<file path="config.mk">
export PLATFORM = sky130hd
export DESIGN_NAME = rc_pulse_burst_command_decoder_top_flat
export DESIGN_NICKNAME = d
export VERILOG_FILES = /design/src/sv/rcpbd_pkg.sv /design/src/sv/rcpbd_in_if.sv /design/src/sv/rcpbd_out_if.sv /design/src/sv/rcpbd_core.sv /design/src/sv/rc_pulse_burst_command_decoder_top.sv /design/src/flat_wrapper.sv
export VERILOG_INCLUDE_DIRS = /design/src /design/src/sv
export SDC_FILE = /design/constraint.sdc
export NUM_CORES = 1
export LEC_CHECK = 0
export BUFFER_PORTS_ARGS = -buffer_cell sky130_fd_sc_hd__buf_2
export CORE_MARGIN = 1.5
export CORE_UTILIZATION = 60
export CTS_CLUSTER_SIZE = 25
export DETAILED_ROUTE_END_ITERATION = 10
export PLACE_DENSITY = 0.78
export SYNTH_ARGS = -nofsm -noshare
export SYNTH_HDL_FRONTEND = slang
export SYNTH_HIERARCHICAL = 1
export SYNTH_SLANG_ARGS = --single-unit
</file>
<file path="constraint.sdc">
create_clock -name i_clk -period 11.9 [get_ports i_clk]
set_input_delay 2.38 -clock i_clk [delete_from_list [all_inputs] [get_ports i_clk]]
set_output_delay 2.38 -clock i_clk [all_outputs]
set_load 0.02 [all_outputs]
</file>
<file path="src/sv/rc_pulse_burst_command_decoder_top_defines.svh">
// Assertion helpers used by the decoder top-level RTL.
`ifndef RC_PULSE_BURST_COMMAND_DECODER_TOP_DEFINES_SVH
`define RC_PULSE_BURST_COMMAND_DECODER_TOP_DEFINES_SVH

// Same-cycle implication, sampled on i_clk, off during reset.
`define RCPBD_ASSERT_IMP(label, ante, cons) \
    label: assert property (@(posedge i_clk) disable iff (!i_rst_n) (ante) |-> (cons)) \
        else $error("rcpbd assertion failed");

// Next-cycle implication, sampled on i_clk, off during reset.
`define RCPBD_ASSERT_NXT(label, ante, cons) \
    label: assert property (@(posedge i_clk) disable iff (!i_rst_n) (ante) |=> (cons)) \
        else $error("rcpbd assertion failed");

`endif

</file>
<file path="src/sv/rcpbd_pkg.sv">
package rcpbd_pkg;

    localparam int unsigned W_WIDTH = 12;
    localparam int unsigned W_MS    = 16;
    localparam int unsigned W_COUNT = 7;
    localparam int unsigned W_CIDX  = 3;

    localparam logic [W_WIDTH-1:0] A_EDGE_US  = 12'd1850;
    localparam logic [W_WIDTH-1:0] D_EDGE_US  = 12'd1150;
    localparam logic [W_WIDTH-1:0] C_EDGE_US  = 12'd1350;
    localparam logic [W_WIDTH-1:0] NB_EDGE_US = 12'd1550;
    localparam logic [W_WIDTH-1:0] NC_EDGE_US = 12'd1450;
    localparam logic [W_COUNT-1:0] COUNT_MAX  = 7'd127;

    localparam logic [W_CIDX-1:0] CFG_RESET_GAP   = 3'd0;
    localparam logic [W_CIDX-1:0] CFG_BURST_MIN   = 3'd1;
    localparam logic [W_CIDX-1:0] CFG_INTER_BURST = 3'd2;
    localparam logic [W_CIDX-1:0] CFG_RECALL_HOLD = 3'd3;
    localparam logic [W_CIDX-1:0] CFG_ABORT       = 3'd4;

    localparam logic [W_MS-1:0] RST_RESET_GAP   = 16'd1000;
    localparam logic [W_MS-1:0] RST_BURST_MIN   = 16'd250;
    localparam logic [W_MS-1:0] RST_INTER_BURST = 16'd250;
    localparam logic [W_MS-1:0] RST_RECALL_HOLD = 16'd1000;
    localparam logic [W_MS-1:0] RST_ABORT       = 16'd2000;

    typedef enum logic [2:0] {
        PH_IDLE      = 3'd0,
        PH_REPEAT    = 3'd1,
        PH_BURST     = 3'd2,
        PH_WAIT_NEUT = 3'd3,
        PH_CONF_NEUT = 3'd4
    } t_phase;

    typedef struct packed {
        logic [W_MS-1:0] reset_gap_ms;
        logic [W_MS-1:0] burst_min_ms;
        logic [W_MS-1:0] inter_burst_ms;
        logic [W_MS-1:0] recall_hold_ms;
        logic [W_MS-1:0] abort_timeout_ms;
    } t_cfg;

    typedef struct packed {
        logic               hit;
        logic [W_COUNT-1:0] burst_count;
        logic               side_a;
        logic               is_repeat;
    } t_result;

endpackage

</file>
<file path="src/sv/rcpbd_in_if.sv">
interface rcpbd_in_if;
    import rcpbd_pkg::*;

    logic               valid;
    logic               ready;
    logic [W_WIDTH-1:0] pulse_width_us;
    logic [W_MS-1:0]    now_ms;

    modport source (output valid, output pulse_width_us, output now_ms, input ready);
    modport sink   (input valid, input pulse_width_us, input now_ms, output ready);
endinterface

</file>
<file path="src/sv/rcpbd_out_if.sv">
interface rcpbd_out_if;
    import rcpbd_pkg::*;

    logic               valid;
    logic               ready;
    logic [W_COUNT-1:0] burst_count;
    logic               side_a;
    logic               is_repeat;

    modport source (output valid, output burst_count, output side_a, output is_repeat,
                    input ready);
    modport sink   (input valid, input burst_count, input side_a, input is_repeat,
                    output ready);
endinterface

</file>
<file path="src/sv/rcpbd_core.sv">
module rcpbd_core (
    input  logic                           i_clk,
    input  logic                           i_rst_n,
    input  logic                           i_step,
    input  logic [rcpbd_pkg::W_WIDTH-1:0]  i_width,
    input  logic [rcpbd_pkg::W_MS-1:0]     i_now,
    input  rcpbd_pkg::t_cfg                i_cfg,
    output rcpbd_pkg::t_result             o_res
);
    import rcpbd_pkg::*;

    t_phase             r_phase, n_phase;
    logic [W_MS-1:0]    r_start, n_start;
    logic [W_COUNT-1:0] r_count, n_count;
    logic               r_side_a, n_side_a;
    logic               r_rep_pend, n_rep_pend;
    logic               r_gap, n_gap;
    logic [7:0]         r_last, n_last;

    logic [W_MS-1:0] el, el_after;
    logic            band_a, band_d, band_c, band_neu, band_burst;
    logic [7:0]      cmd;
    logic            is_rep;

    assign el         = i_now - r_start;
    assign band_a     = i_width > A_EDGE_US;
    assign band_d     = i_width < D_EDGE_US;
    assign band_c     = (i_width > D_EDGE_US) && (i_width < C_EDGE_US);
    assign band_neu   = (i_width >= NC_EDGE_US) && (i_width <= NB_EDGE_US);
    assign band_burst = r_side_a ? band_a : band_d;

    always_comb begin
        n_phase    = r_phase;
        n_start    = r_start;
        n_count    = r_count;
        n_side_a   = r_side_a;
        n_rep_pend = r_rep_pend;
        n_gap      = r_gap;
        n_last     = r_last;
        cmd        = 8'd0;
        is_rep     = 1'b0;
        el_after   = el;
        unique case (r_phase)
            PH_IDLE: begin
                if (band_a || band_d) begin
                    n_start    = i_now;
                    n_count    = '0;
                    n_rep_pend = 1'b0;
                    n_gap      = 1'b0;
                    n_side_a   = band_a;
                    n_phase    = PH_BURST;
                end else if (band_c) begin
                    n_start = i_now;
                    n_phase = PH_REPEAT;
                end
            end
            PH_REPEAT: begin
                if (band_c) begin
                    if (el >= i_cfg.recall_hold_ms) begin
                        n_rep_pend = 1'b1;
                        n_phase    = PH_WAIT_NEUT;
                    end
                end else if (el >= i_cfg.abort_timeout_ms || band_d) begin
                    n_phase = PH_IDLE;
                end
            end
            PH_BURST: begin
                if (band_burst) begin
                    if (el >= i_cfg.burst_min_ms) begin
                        if (r_count != COUNT_MAX) n_count = r_count + 1'b1;
                        n_phase = PH_WAIT_NEUT;
                    end
                end else if (el >= i_cfg.abort_timeout_ms) begin
                    n_phase = PH_IDLE;
                end
            end
            PH_WAIT_NEUT: begin
                if (band_neu) begin
                    n_start = i_now;
                    n_phase = PH_CONF_NEUT;
                end else if (el >= i_cfg.abort_timeout_ms) begin
                    n_phase = PH_IDLE;
                end
            end
            PH_CONF_NEUT: begin
                if (band_neu) begin
                    if (el >= i_cfg.inter_burst_ms) begin
                        n_gap = 1'b1;
                        if (el >= i_cfg.reset_gap_ms) begin
                            if (r_rep_pend) begin
                                n_rep_pend = 1'b0;
                                cmd        = r_last;
                                is_rep     = 1'b1;
                            end else begin
                                cmd    = {r_side_a, r_count};
                                n_last = {r_side_a, r_count};
                            end
                            n_phase = PH_IDLE;
                        end
                    end
                end else begin
                    if (r_gap && band_burst) begin
                        n_gap    = 1'b0;
                        n_start  = i_now;
                        n_phase  = PH_BURST;
                        el_after = '0;
                    end
                    if (el_after >= i_cfg.abort_timeout_ms) n_phase = PH_IDLE;
                end
            end
            default: ;
        endcase
    end

    always_comb begin
        o_res.hit         = cmd != 8'd0;
        o_res.burst_count = cmd[W_COUNT-1:0];
        o_res.side_a      = cmd[7];
        o_res.is_repeat   = is_rep;
    end

    always_ff @(posedge i_clk) begin
        if (!i_rst_n) begin
            r_phase    <= PH_IDLE;
            r_start    <= '0;
            r_count    <= '0;
            r_side_a   <= 1'b0;
            r_rep_pend <= 1'b0;
            r_gap      <= 1'b0;
            r_last     <= 8'd0;
        end else if (i_step) begin
            r_phase    <= n_phase;
            r_start    <= n_start;
            r_count    <= n_count;
            r_side_a   <= n_side_a;
            r_rep_pend <= n_rep_pend;
            r_gap      <= n_gap;
            r_last     <= n_last;
        end
    end

endmodule

</file>
<file path="src/sv/rc_pulse_burst_command_decoder_top.sv">
// A result is registered and seen on o_out in the cycle after its input transfer.
// One input item per cycle while i_in.ready is high; decode is one phase-logic pass.
// The output register lets a new input transfer proceed while a result is being taken.
// Reset (i_rst_n low, synchronous): phase idle, counters and flags cleared, no stored
// command, registers back to their defaults, output empty.
`include "rc_pulse_burst_command_decoder_top_defines.svh"

module rc_pulse_burst_command_decoder_top (
    input  logic                           i_clk,
    input  logic                           i_rst_n,
    rcpbd_in_if.sink                       i_in,
    rcpbd_out_if.source                    o_out,
    input  logic                           i_cfg_we,
    input  logic [rcpbd_pkg::W_CIDX-1:0]   i_cfg_index,
    input  logic [rcpbd_pkg::W_MS-1:0]     i_cfg_data
);
    import rcpbd_pkg::*;

    t_cfg               r_cfg;
    t_result            core_res;
    logic               accept;
    logic               r_out_valid;
    logic [W_COUNT-1:0] r_out_count;
    logic               r_out_side_a;
    logic               r_out_repeat;

    assign i_in.ready = !r_out_valid || o_out.ready;
    assign accept     = i_in.valid && i_in.ready;

    always_ff @(posedge i_clk) begin
        if (!i_rst_n) begin
            r_cfg.reset_gap_ms     <= RST_RESET_GAP;
            r_cfg.burst_min_ms     <= RST_BURST_MIN;
            r_cfg.inter_burst_ms   <= RST_INTER_BURST;
            r_cfg.recall_hold_ms   <= RST_RECALL_HOLD;
            r_cfg.abort_timeout_ms <= RST_ABORT;
        end else if (i_cfg_we) begin
            unique case (i_cfg_index)
                CFG_RESET_GAP:   r_cfg.reset_gap_ms     <= i_cfg_data;
                CFG_BURST_MIN:   r_cfg.burst_min_ms     <= i_cfg_data;
                CFG_INTER_BURST: r_cfg.inter_burst_ms   <= i_cfg_data;
                CFG_RECALL_HOLD: r_cfg.recall_hold_ms   <= i_cfg_data;
                CFG_ABORT:       r_cfg.abort_timeout_ms <= i_cfg_data;
                default: ;
            endcase
        end
    end

    rcpbd_core u_core (
        .i_clk   (i_clk),
        .i_rst_n (i_rst_n),
        .i_step  (accept),
        .i_width (i_in.pulse_width_us),
        .i_now   (i_in.now_ms),
        .i_cfg   (r_cfg),
        .o_res   (core_res)
    );

    always_ff @(posedge i_clk) begin
        if (!i_rst_n) begin
            r_out_valid <= 1'b0;
        end else if (accept) begin
            r_out_valid <= core_res.hit;
        end else if (o_out.ready) begin
            r_out_valid <= 1'b0;
        end
    end

    always_ff @(posedge i_clk) begin
        if (accept && core_res.hit) begin
            r_out_count  <= core_res.burst_count;
            r_out_side_a <= core_res.side_a;
            r_out_repeat <= core_res.is_repeat;
        end
    end

    assign o_out.valid       = r_out_valid;
    assign o_out.burst_count = r_out_count;
    assign o_out.side_a      = r_out_side_a;
    assign o_out.is_repeat   = r_out_repeat;

    `RCPBD_ASSERT_IMP(a_ready_when_empty, !r_out_valid, i_in.ready)
    `RCPBD_ASSERT_NXT(a_no_result_without_transfer,
        !accept && !(r_out_valid && !o_out.ready), !o_out.valid)
    `RCPBD_ASSERT_IMP(a_result_not_empty, o_out.valid,
        (o_out.burst_count != '0) || o_out.side_a)
    `RCPBD_ASSERT_NXT(a_result_loaded, accept && core_res.hit, o_out.valid)

endmodule
</file>
<file path="src/flat_wrapper.sv">
// flat-port wrapper written by rule: the top's interface ports become plain ports
module rc_pulse_burst_command_decoder_top_flat import rcpbd_pkg::*;
  (i_clk, i_rst_n, i_cfg_we, i_cfg_index, i_cfg_data, i_in_valid, i_in_pulse_width_us, i_in_now_ms, i_in_ready, o_out_valid, o_out_burst_count, o_out_side_a, o_out_is_repeat, o_out_ready);
  rcpbd_in_if i_in_i ();
  rcpbd_out_if o_out_i ();
  input  logic i_clk;
  input  logic i_rst_n;
  input  logic i_cfg_we;
  input  logic [rcpbd_pkg::W_CIDX-1:0] i_cfg_index;
  input  logic [rcpbd_pkg::W_MS-1:0] i_cfg_data;
  input wire logic [$bits(i_in_i.valid)-1:0] i_in_valid;
  input wire logic [$bits(i_in_i.pulse_width_us)-1:0] i_in_pulse_width_us;
  input wire logic [$bits(i_in_i.now_ms)-1:0] i_in_now_ms;
  output wire logic [$bits(i_in_i.ready)-1:0] i_in_ready;
  output wire logic [$bits(o_out_i.valid)-1:0] o_out_valid;
  output wire logic [$bits(o_out_i.burst_count)-1:0] o_out_burst_count;
  output wire logic [$bits(o_out_i.side_a)-1:0] o_out_side_a;
  output wire logic [$bits(o_out_i.is_repeat)-1:0] o_out_is_repeat;
  input wire logic [$bits(o_out_i.ready)-1:0] o_out_ready;
  assign i_in_i.valid = i_in_valid;
  assign i_in_i.pulse_width_us = i_in_pulse_width_us;
  assign i_in_i.now_ms = i_in_now_ms;
  assign i_in_ready = i_in_i.ready;
  assign o_out_valid = o_out_i.valid;
  assign o_out_burst_count = o_out_i.burst_count;
  assign o_out_side_a = o_out_i.side_a;
  assign o_out_is_repeat = o_out_i.is_repeat;
  assign o_out_i.ready = o_out_ready;
  rc_pulse_burst_command_decoder_top u_core (.i_clk(i_clk), .i_rst_n(i_rst_n), .i_in(i_in_i), .o_out(o_out_i), .i_cfg_we(i_cfg_we), .i_cfg_index(i_cfg_index), .i_cfg_data(i_cfg_data));
endmodule
</file>
# Word-level counts from Yosys, hierarchy flattened
# Cells that the tools add are included.
word_totals:
  reg_bits: 127
  mem_bits_rw: 0
  memories: 0
  rom_bits: 0
  output_inout_bits: 11
  elab_cells: 139
  latch_bits: 0
classes:
  mul: 0
  bitwise_logic: 0
  n_mux: 49
  addsub: 2
  n_reduce_logical: 31
  div_mod_pow: 0
  eq_ne: 29
  order_cmp: 12
  n_shift: 0
ops:
  columns: ["operator", "count"]
  rows:
  - ["16-bit two-way mux", 8]
  - ["16-bit greater-or-equal comparator", 6]
  - ["16-bit case mux with 3 select lines", 1]
  - ["3-bit two-way mux", 14]
  - ["8-bit two-way mux", 5]
  - ["7-bit two-way mux", 4]
  - ["12-bit by 11-bit greater-than comparator with 1-bit output, second input constant", 2]
  - ["12-bit by 11-bit less-than comparator with 1-bit output, second input constant", 2]
  - ["2-bit != test, second input constant", 12]
  - ["3-bit != test, second input constant", 7]
  - ["16-bit subtractor", 1]
  - ["3-bit case mux with 5 select lines", 1]
  - ["7-bit case mux with 2 select lines", 1]
  - ["1-bit two-way mux", 13]
  - ["3-bit by 2-bit equality test with 1-bit output, second input constant", 4]
  - ["12-bit by 11-bit greater-or-equal comparator with 1-bit output, second input constant", 1]
  - ["12-bit by 11-bit <= comparator with 1-bit output, second input constant", 1]
  - ["6-bit AND reduction", 2]
  - ["2-bit AND reduction", 5]
  - ["5-bit AND reduction", 2]
  - ["9-bit AND reduction", 1]
  - ["8-bit AND reduction", 1]
  - ["8-bit nonzero test", 1]
  - ["7-bit by 1-bit adder with 7-bit output, second input constant", 1]
  - ["other kinds (15)", 27]

# Logic depth before layout (Yosys ltp)
# Gate-level depths: netlist (run 1).
logic_depth:
  ltp_word: 10
  ltp_mapped: 20

# Hierarchy
# The synthesis (run 1) kept the hierarchy.
modules_own_cells:
  columns: ["module", "area_each_um2", "cells_each", "instances"]
  rows:
  - ["rcpbd_core", 5273.8, 677, 1]
  - ["rc_pulse_burst_command_decoder_top", 3395.8, 306, 1]

# Worst setup path before layout (run 1)
# Ideal clock, no wire load.
synth_timing:
  path_type: "input to register"
  from: "input i_in_now_ms[1]"
  to: "register u_core.r_out_count[0], in the netlist u_core/o_out.burst_count[0], enable pin"
  setup_ps: 375
  slack_ps: 5164
  path_buffers: 1
  arrival_ps: 6361
  cell_stages: 19
  path_cell_list: "ha_1 nor2b_1 o31a_1 o211ai_1 a21boi_0 o21a_1 o21a_1 nor3_1 nor2_1 ha_1 and4_1 o21ai_0 nor2b_1 o31a_1 or4_1 clkbuf_1 a21oi_1 nand2_1 nor2b_1"
synth_lines:
  columns: ["item", "line_no", "source"]
  rows:
  - ["start: declaration", "flat_wrapper.sv:13", "input wire logic [$bits(i_in_i.now_ms)-1:0] i_in_now_ms;"]
  - ["end signal: assignment", "rc_pulse_burst_command_decoder_top.sv:71", "r_out_count <= core_res.burst_count;"]
  - ["end: declaration", "rc_pulse_burst_command_decoder_top.sv:23", "logic [W_COUNT-1:0] r_out_count;"]

==> flow_metrics.py, run 1 <==
metrics = {
    "power": {
        "p_switching_mw": 0.457,
        "seq_power_share": 0.317,
        "clockPowerShare": 0.384,
        "leakage_nw": 4.56,
        "power_frac_comb": 0.298,
        "p_int_mw": 0.982,
        "power_density_nw_per_um2": 149,
        "vdd_drop_max_mv": 0.0900,
        "p_sw_frac": 0.318,
    },
    "timing": {
        "slew_headroom": 0.247,
        "final_hold_viol_count": 0,
        "fin_tns_setup_ns": 0,
        "rsz0062_at_grt": "false",
        "maxSlewViolCount": 0,
        "period_share": 0.594,
        "worstMarginPinSlew_ns": 1.13,
        "fin_skew_ns": 0.00985,
        "period_needed_ns": 7.07,
        "max_freq_mhz": 142,
        "timing.hold.ws_ns": 0.458,
        "setup-violations-final": 0,
    },
    "layout": {
        "num-nets-final": 1201,
        "fillers": 1109,
        "drive_gt1_frac": 0.113,
        "syn_to_final_growth_pct": 11.7,
        "post-route-util": 0.693,
        "diodes": 0,
    },
    "global_route": {
        "antenna_found_initial": 0,
        "grt_max_degree": 77,
        "grt_pass1_vias": 6838,
        "grt.overflow.total": 0,
        "grt_util_all_layers": 0.281,
        "grt_busiest_layer": "met2",
        "grt_use_met3": 0.0540,
        "grt_pass1_wl_um": 33000,
        "use_met1": 0.342,
        "use_met2": 0.484,
    },
    "clock_tree": {
        "cts_max_level": 4,
        "cts_hold_buf": 0,
        "clk_path_buf_depth": 2,
        "post-cts-setup-buffer-count": 0,
        "cts.sinks": 127,
        "cts_tree": "built",
        "path_clk_slew_ns": 0.06,
        "clock_latency_ns": 0.42,
        "numCtsBuffers": 17,
        "ctsResizeCount": 0,
        "cts_root_buf": "clkbuf_16",
    },
    "logic_synthesis": {
        "seq_area_frac_synth": 0.304,
        "synth.ff_latch_count": 127,
        "syn_area_um2": 8670,
        "synth_edf_count": 9,
        "synthCells": 983,
        "synth.avg_cell_area_um2": 8.82,
        "synth_ff_type": "dfxtp_1",
        "synth_warnings": 6,
        "ys_types": 76,
        "syn_nets": 1148,
        "async_reset_ff_frac": 0,
    },
    "placed_design": {
        "dpl.hpwl_um": 14800,
        "port_buffers": 62,
        "place_congestion": 0.911,
    },
    "worst_setup_path": {
        "crit_required_ns": 11.94,
        "crit_type": "input port to register",
        "cp.arrival_ns": 7.11,
        "endpoint_kind": "register",
        "worstReg2RegEnd": "u_core/o_out.burst_count[0]",
        "r2r_cells": 19,
        "r2r_start": "u_core/u_core/r_start[1]",
        "crit_fanout": 11,
        "start_kind": "input port",
        "r2r_slack_ns": 6.51,
    },
    "min_path": {
        "min_from": "u_core/r_cfg[1]",
        "min_delay_path_depth": 2,
        "hold_class": "register to register",
        "hold-path-endpoint": "u_core/r_cfg[1]",
    },
    "floorplanning": {
        "core_um2": 14000,
        "start_util": 0.620,
        "ios": 63,
        "die_area_um2": 15200,
        "die_w_um": 123,
        "rows": 43,
        "die_h_um": 123,
    },
    "drt": {
        "antenna_left": 0,
        "vias_per_cell": 5.77,
        "dr.pass1.iters": 5,
        "wl_per_cell_um": 16.5,
        "drtIter0Drc": 526,
        "drt_wl_total_um": 20300,
        "vias": 7092,
        "drc": 0,
    },
    "status": {
        "status": "completed",
    },
    "run": {
        "cap_viol_max_count": 0,
    },
}
kinds of logic (layout without fill, tap and decap cells):
| kind of cell | Yosys count | in the layout | synth area share |
|---|---|---|---|
| compound gates | 167 | 167 | 0.133 |
| xor+xnor | 13 | 13 | 0.0131 |
| fa+ha+maj | 113 | 113 | 0.164 |
| buf+inv | 133 | 199 | 0.0641 |
| flops | 127 | 127 | 0.304 |
| mux | 115 | 115 | 0.133 |
| simple gates | 315 | 315 | 0.190 |
cell usage in the layout (no fill, tap or decap), types with 11 or more instances in the layout:
cell       synthesis  layout
o21ai_0           34      34
mux2i_1          115     115
nand2_1           98      98
ha_1             112     112
dfxtp_1          118     118
buf_2              7      61
and2_1            11      11
a21oi_1           42      42
nor2_1            62      62
inv_1            101     101
nor2b_1           47      47
clkbuf_16          0      18
nor3_1            20      20
a21o_1            14      14
critical path, stage by stage:
cell	delay, ns
buf_2	0.11
ha_1	0.27
nor2b_1	0.13
o31a_1	0.27
o211ai_1	0.23
a21boi_0	0.17
o21a_1	0.23
o21a_1	0.19
o21a_1	0.18
nor2_1	0.35
ha_1	0.23
a21oi_1	0.04
o21ai_0	0.24
a211oi_1	0.11
o31a_1	0.35
or4_1	0.74
a21oi_1	0.22
nand2_1	0.08
nor2b_1	0.57
power by group through the flow:
stage          Combinational (mW)  Sequential, mW  Clock [mW]
2_1_floorplan               0.319           0.461           0
3_3_place_gp                0.405           0.465           0
3_5_place_dp                0.417           0.466           0
4_1_cts                     0.424           0.457       0.560
5_1_grt                     0.487           0.459       0.579
6_report                    0.429           0.457       0.553
how the worst max path moves through the flow:
| stage | cells past startpoint | end | slack, ns | startpoint |
|---|---|---|---|---|
| 2_1_floorplan | 19 | u_core/o_out.burst_count[0] | 5.16 | i_in_now_ms[1] |
| 3_3_place_gp | 19 | u_core/o_out.burst_count[3] | 4.61 | i_in_now_ms[1] |
| 5_1_grt | 20 | u_core/o_out.burst_count[1] | 4.49 | i_in_now_ms[0] |
| 4_1_cts | 19 | u_core/o_out.burst_count[0] | 4.86 | i_in_now_ms[1] |
| 3_5_place_dp | 19 | u_core/o_out.burst_count[6] | 4.44 | i_in_now_ms[1] |
| 6_report | 19 | u_core/o_out.burst_count[0] | 4.83 | i_in_now_ms[1] |
cell usage after synthesis, types with 10 or more instances:
cell type	number	area (um^2)
mux2i_1	115	1150
nand2b_1	10	62.6
nand2_1	98	368
xnor2_1	10	87.6
and2_1	11	68.8
a21oi_1	42	210
inv_1	101	379
nor2_1	62	233
clkbuf_1	20	75.1
o21ai_0	34	170
nor3_1	20	100
nor2b_1	47	294
dfxtp_1	118	2360
a21o_1	14	105
ha_1	112	1400
routing by layer:
| metal | up-vias | share of wire |
|---|---|---|
| met4 | 0 | 0.030 |
| met2 | 172 | 0.48 |
| met3 | 42 | 0.041 |
| met1 | 3314 | 0.45 |
| li1 | 3564 | - |
| met5 | - | 0 |
flip-flops by register name, summed over array words and instances (netlist names):
register                  flops
u_core/r_cfg                 80
u_core/u_core/r_start        16
u_core/u_core/r_last          8
u_core/o_out.burst_count      7
u_core/u_core/r_count         7
u_core/u_core/r_phase         3
u_core/o_out.is_repeat        1
u_core/o_out.side_a           1
u_core/o_out.valid            1
u_core/u_core/r_gap           1
u_core/u_core/r_rep_pend      1
u_core/u_core/r_side_a        1
per-stage QoR:
step,total power [mW],cell area [um^2],setup WS (ns),instances
floorplan,0.780,8670,5.16,983
global placement,0.870,9060,4.61,1197
detailed placement,0.883,9060,4.44,1197
CTS,1.44,9690,4.86,1229
global route,1.52,9690,4.49,1229
finish,1.44,9690,4.83,1229
cell type report:
class                   count  area (um^2)  share of cell area
multi-input cells         723         5480               0.566
flip-flops and latches    127         2630               0.272
clock buffers              23          499              0.0515
inverters                 101          379              0.0391
repair buffers             66          343              0.0354
well taps                 180          225              0.0232
clock inverters             9          128              0.0132
No activity file was read; power rests on OpenSTA's default activity.
==> inputs of run 2 (changes only) <==
Clock period 11.9 ns to 6.6 ns, I/O delays scaled along.
==> flow_metrics.py, run 2 (same netlist as run 1, synthesis figures left out) <==
metrics = {
    "drt": {
        "vias": 7137,
        "vias_per_cell": 5.75,
        "drc": 0,
        "wl_per_cell_um": 16.0,
        "drtIter0Drc": 491,
        "dr.pass1.iters": 5,
        "drt_wl_total_um": 19900,
        "antenna_left": 0,
    },
    "clock_tree": {
        "cts_root_buf": "clkbuf_16",
        "post-cts-setup-buffer-count": 0,
        "cts_max_level": 4,
        "cts_tree": "built",
        "clk_path_buf_depth": 2,
        "cts_hold_buf": 0,
        "clock_latency_ns": 0.43,
        "ctsResizeCount": 0,
        "path_clk_slew_ns": 0.05,
        "cts.sinks": 127,
        "numCtsBuffers": 17,
    },
    "timing": {
        "fin_skew_ns": 0.00793,
        "max_freq_mhz": 171,
        "rsz0062_at_grt": "false",
        "slew_headroom": 0.283,
        "period_share": 0.889,
        "final_hold_viol_count": 0,
        "period_needed_ns": 5.86,
        "worstMarginPinSlew_ns": 1.08,
        "maxSlewViolCount": 0,
        "setup-violations-final": 0,
        "fin_tns_setup_ns": 0,
    },
    "worst_setup_path": {
        "crit_required_ns": 6.90,
        "path_depth": 19,
        "crit_fanout": 11,
        "cp.arrival_ns": 6.17,
        "endpoint_kind": "register",
        "crit_chain": "buf_2 -> ha_1 -> nor2b_1 -> o31a_1 -> o211ai_1 -> a21boi_0 -> o21a_1 -> o21a_1 -> nor3_1 -> nor2_1 -> ha_1 -> and4_1 -> o21ai_0 -> nor2b_1 -> o31a_1 -> or4_1 -> nand3b_1 -> mux2i_1 -> nor2_1",
        "start_kind": "input port",
        "r2r_cells": 19,
        "path_buf_inv": 1,
        "crit_family": "simple AND/OR/NAND/NOR gates",
        "cp_slowest_cell": "or4_1",
        "critical_path.max_stage_delay_ns": 0.74,
        "crit_type": "input port to register",
    },
    "floorplanning": {
        "die_w_um": 123,
        "core_um2": 14000,
        "die_area_um2": 15200,
        "die_h_um": 123,
        "ios": 63,
        "start_util": 0.620,
        "rows": 43,
    },
    "run": {
        "cap_viol_max_count": 0,
    },
    "placed_design": {
        "place_congestion": 0.911,
        "port_buffers": 62,
        "dpl.hpwl_um": 14400,
    },
    "layout": {
        "post-route-util": 0.700,
        "fillers": 1129,
        "diodes": 0,
        "drive_gt1_frac": 0.123,
        "final_cell_mix": "118 x dfxtp_1, 115 x mux2i_1, 112 x ha_1, 101 x inv_1, 98 x nand2_1",
        "num-nets-final": 1213,
        "top_register": "u_core/r_cfg",
        "syn_to_final_growth_pct": 13.0,
        "multiInputGateArea_um2": 5480,
        "largest_reg_flops": 80,
        "reg_top3": "u_core/r_cfg: 80 flops, u_core/u_core/r_start: 16 flops, u_core/u_core/r_last: 8 flops",
        "layout_commonest_cell": "dfxtp_1",
        "seq_area_um2": 2630,
    },
    "status": {
        "status": "completed",
    },
    "power": {
        "power_density_nw_per_um2": 272,
        "leakage_nw": 4.62,
        "vdd_drop_max_mv": 0.169,
    },
    "global_route": {
        "grt.overflow.total": 0,
        "antenna_found_initial": 0,
        "grt_pass1_wl_um": 32900,
        "grt_max_degree": 93,
        "grt_pass1_vias": 6845,
        "grt_util_all_layers": 0.279,
    },
    "min_path": {
        "min_delay_path_depth": 2,
        "hold_class": "register to register",
    },
}
==> run 2: cell count changes in the layout (fill, tap and decap cells not counted), sizes merged <==
cell	previous run	this run
clkinv	4	7
bufinv	3	5
buf	66	78
clkbuf	23	18
==> run 2: worst paths after layout <==
check / from / end / slack, ns
min reg2reg: u_core/r_cfg[1] / u_core/r_cfg[1] / 0.45
min: u_core/r_cfg[1] / u_core/r_cfg[1] / 0.45
max reg2reg: u_core/u_core/r_start[1] / u_core/u_core/r_last[1] / 1.33
max: i_in_now_ms[1] / u_core/u_core/r_last[1] / 0.74
==> run 2: layout make-up <==
type | count | share of cell area
Timing Repair Buffer | 78 | 0.0442
Tap cell | 180 | 0.0230
Inverter | 101 | 0.0387
Multi-Input combinational cell | 723 | 0.560
Clock buffer | 18 | 0.0438
Clock inverter | 14 | 0.0220
Sequential cell | 127 | 0.269
==> run 2: report_power, final <==
part	internal, mW	switching, mW	leakage [nW]	total [mW]
Clock	0.670	0.358	0.312	1.03
Sequential	0.801	0.0227	1.06	0.824
Combinational	0.351	0.461	3.25	0.811
==> run 2: tightest hold or removal path, cell delays in order, from the launching register on <==
cell and delay, ns:
dfxtp_1 0.30, nand2_1 0.05, mux2i_1 0.05
==> run 2: routing by layer <==
metal	global-route usage	up-vias	wire length, um
li1	-	3596	-
met1	0.339	3298	8660
met2	0.476	195	9570
met3	0.0489	48	973
met4	0.141	0	711
met5	0	-	0
==> run 2: per-stage QoR <==
stage	cell area [um^2]	std cells	power, mW	worst slack, ns	hold WS (ns)
3_5_place_dp	9150	1209	1.62	0.575	0.449
5_1_grt	9800	1241	2.82	0.563	0.472
4_1_cts	9800	1241	2.66	0.823	0.459
2_1_floorplan	8670	983	1.41	0.924	0.435
6_report	9800	1241	2.66	0.736	0.454
3_3_place_gp	9150	1209	1.60	0.671	0.444
==> inputs of run 3 (changes only) <==
Settings changed: PLACE_DENSITY 0.78 to 0.77.
==> flow_metrics.py, run 3 (same netlist as run 1, synthesis figures left out) <==
metrics = {
    "drt": {
        "wl_per_cell_um": 16.2,
        "vias_per_cell": 5.77,
        "drtIter0Drc": 392,
        "drt_wl_total_um": 20100,
        "dr.pass1.iters": 5,
        "drc": 0,
        "vias": 7165,
        "antenna_left": 0,
    },
    "timing": {
        "worstMarginPinSlew_ns": 1.11,
        "period_share": 0.862,
        "fin_skew_ns": 0.00455,
        "slew_headroom": 0.262,
        "maxSlewViolCount": 0,
        "period_needed_ns": 5.69,
        "rsz0062_at_grt": "false",
        "setup_slack_ns": 0.910,
        "fin_tns_setup_ns": 0,
        "setup-violations-final": 0,
        "final_hold_viol_count": 0,
        "timing.hold.ws_ns": 0.457,
        "max_freq_mhz": 176,
    },
    "floorplanning": {
        "die_w_um": 123,
        "start_util": 0.620,
        "die_area_um2": 15200,
        "ios": 63,
        "core_um2": 14000,
        "die_h_um": 123,
        "rows": 43,
    },
    "clock_tree": {
        "numCtsBuffers": 17,
        "post-cts-setup-buffer-count": 0,
        "clock_latency_ns": 0.41,
        "cts_root_buf": "clkbuf_16",
        "ctsResizeCount": 0,
        "cts_tree": "built",
        "cts_hold_buf": 0,
        "path_clk_slew_ns": 0.06,
        "cts_max_level": 4,
        "cts.sinks": 127,
        "clk_path_buf_depth": 2,
    },
    "placed_design": {
        "place_worst_setup_slack_ns": 0.551,
        "placed_area_um2": 9150,
        "dpl.hpwl_um": 14400,
        "placedCellCount": 1209,
        "place_congestion": 0.933,
        "port_buffers": 62,
    },
    "global_route": {
        "use_met1": 0.339,
        "grt_busiest_layer": "met2",
        "grt_pass1_wl_um": 32700,
        "grt_use_met3": 0.0443,
        "grt.overflow.total": 0,
        "grt_util_all_layers": 0.277,
        "antenna_found_initial": 0,
        "grt_pass1_vias": 6894,
        "use_met2": 0.482,
        "grt_max_degree": 77,
    },
    "layout": {
        "post-route-util": 0.696,
        "drive_gt1_frac": 0.122,
        "syn_to_final_growth_pct": 12.3,
        "fillers": 1133,
        "largest_reg_flops": 80,
        "fin_area_um2": 9730,
        "diodes": 0,
        "top_register": "u_core/r_cfg",
        "reg_top3": "u_core/r_cfg: 80 flops, u_core/u_core/r_start: 16 flops, u_core/u_core/r_last: 8 flops",
        "final_cell_mix": "118 x dfxtp_1, 115 x mux2i_1, 112 x ha_1, 101 x inv_1, 98 x nand2_1",
        "layout_commonest_cell": "dfxtp_1",
        "num-nets-final": 1213,
        "stdcell_count": 1241,
    },
    "run": {
        "cap_viol_max_count": 0,
    },
    "worst_setup_path": {
        "crit_fanout": 11,
        "start_kind": "input port",
        "endpoint_kind": "register",
        "crit_required_ns": 6.89,
        "crit_type": "input port to register",
        "cp.arrival_ns": 5.98,
        "r2r_slack_ns": 1.55,
    },
    "power": {
        "power_density_nw_per_um2": 264,
        "vdd_drop_max_mv": 0.172,
        "power_frac_comb": 0.315,
        "p_total_mw": 2.57,
        "leakage_nw": 4.59,
        "clockPowerShare": 0.365,
        "p_int_mw": 1.74,
        "p_switching_mw": 0.831,
        "seq_power_share": 0.320,
        "p_sw_frac": 0.323,
    },
    "status": {
        "status": "completed",
    },
    "min_path": {
        "hold_class": "register to register",
    },
}
[run 3: cell types whose count changed in the layout (fill, tap and decap cells not counted), sizes merged]
| cell | previous run | this run |
|---|---|---|
| bufinv | 5 | 3 |
| clkbuf | 18 | 21 |
| clkinv | 7 | 5 |
| clkinvlp | 1 | 3 |
| inv | 102 | 101 |
[run 3: layout make-up]
class                      count  area, um^2  area share
clock buffer                  21         440      0.0453
clock inverter                11         141      0.0145
inverter                     101         379      0.0390
multi-input combinational    723        5480       0.563
sequential                   127        2630       0.270
tap                          180         225      0.0231
timing repair buffer          78         433      0.0445
[run 3: worst max-delay path, stage by stage]
cell      delay [ns]
buf_2           0.08
inv_1           0.04
ha_1            0.22
fa_1            0.41
nor2b_1         0.14
o21a_1          0.14
o21ai_0         0.11
a21oi_1         0.28
nand2_1         0.08
nand2_1         0.08
xor2_1          0.49
ha_1            0.22
nand2_1         0.04
o21ai_0         0.22
a211oi_1        0.10
o31a_1          0.35
or4_1           0.74
nand3b_1        0.54
mux2i_1         0.31
nor2_1          0.06
[run 3: layer usage]
layer / vias to the layer above / wire length [um]
li1: 3601 / -
met5: - / 0
met3: 38 / 788
met2: 156 / 9740
met4: 0 / 539
met1: 3370 / 9000
[run 3: final timing paths]
path | from | endpoint | cells after the start
hold reg to reg | u_core/r_cfg[17] | u_core/r_cfg[17] | 2
setup reg to reg | u_core/u_core/r_start[1] | u_core/u_core/r_last[1] | 19
hold / removal | u_core/r_cfg[17] | u_core/r_cfg[17] | 2
setup / recovery | i_in_now_ms[0] | u_core/u_core/r_last[1] | 20
[run 3: power by group through the flow]
stage                     combinational (mW)  sequential (mW)  clock [mW]
final                                  0.811            0.823       0.939
after global placement                 0.762            0.838           0
after detailed placement               0.782            0.839           0
after floorplan                        0.575            0.830           0
after CTS                              0.800            0.823       0.946
after global routing                   0.911            0.826       0.989
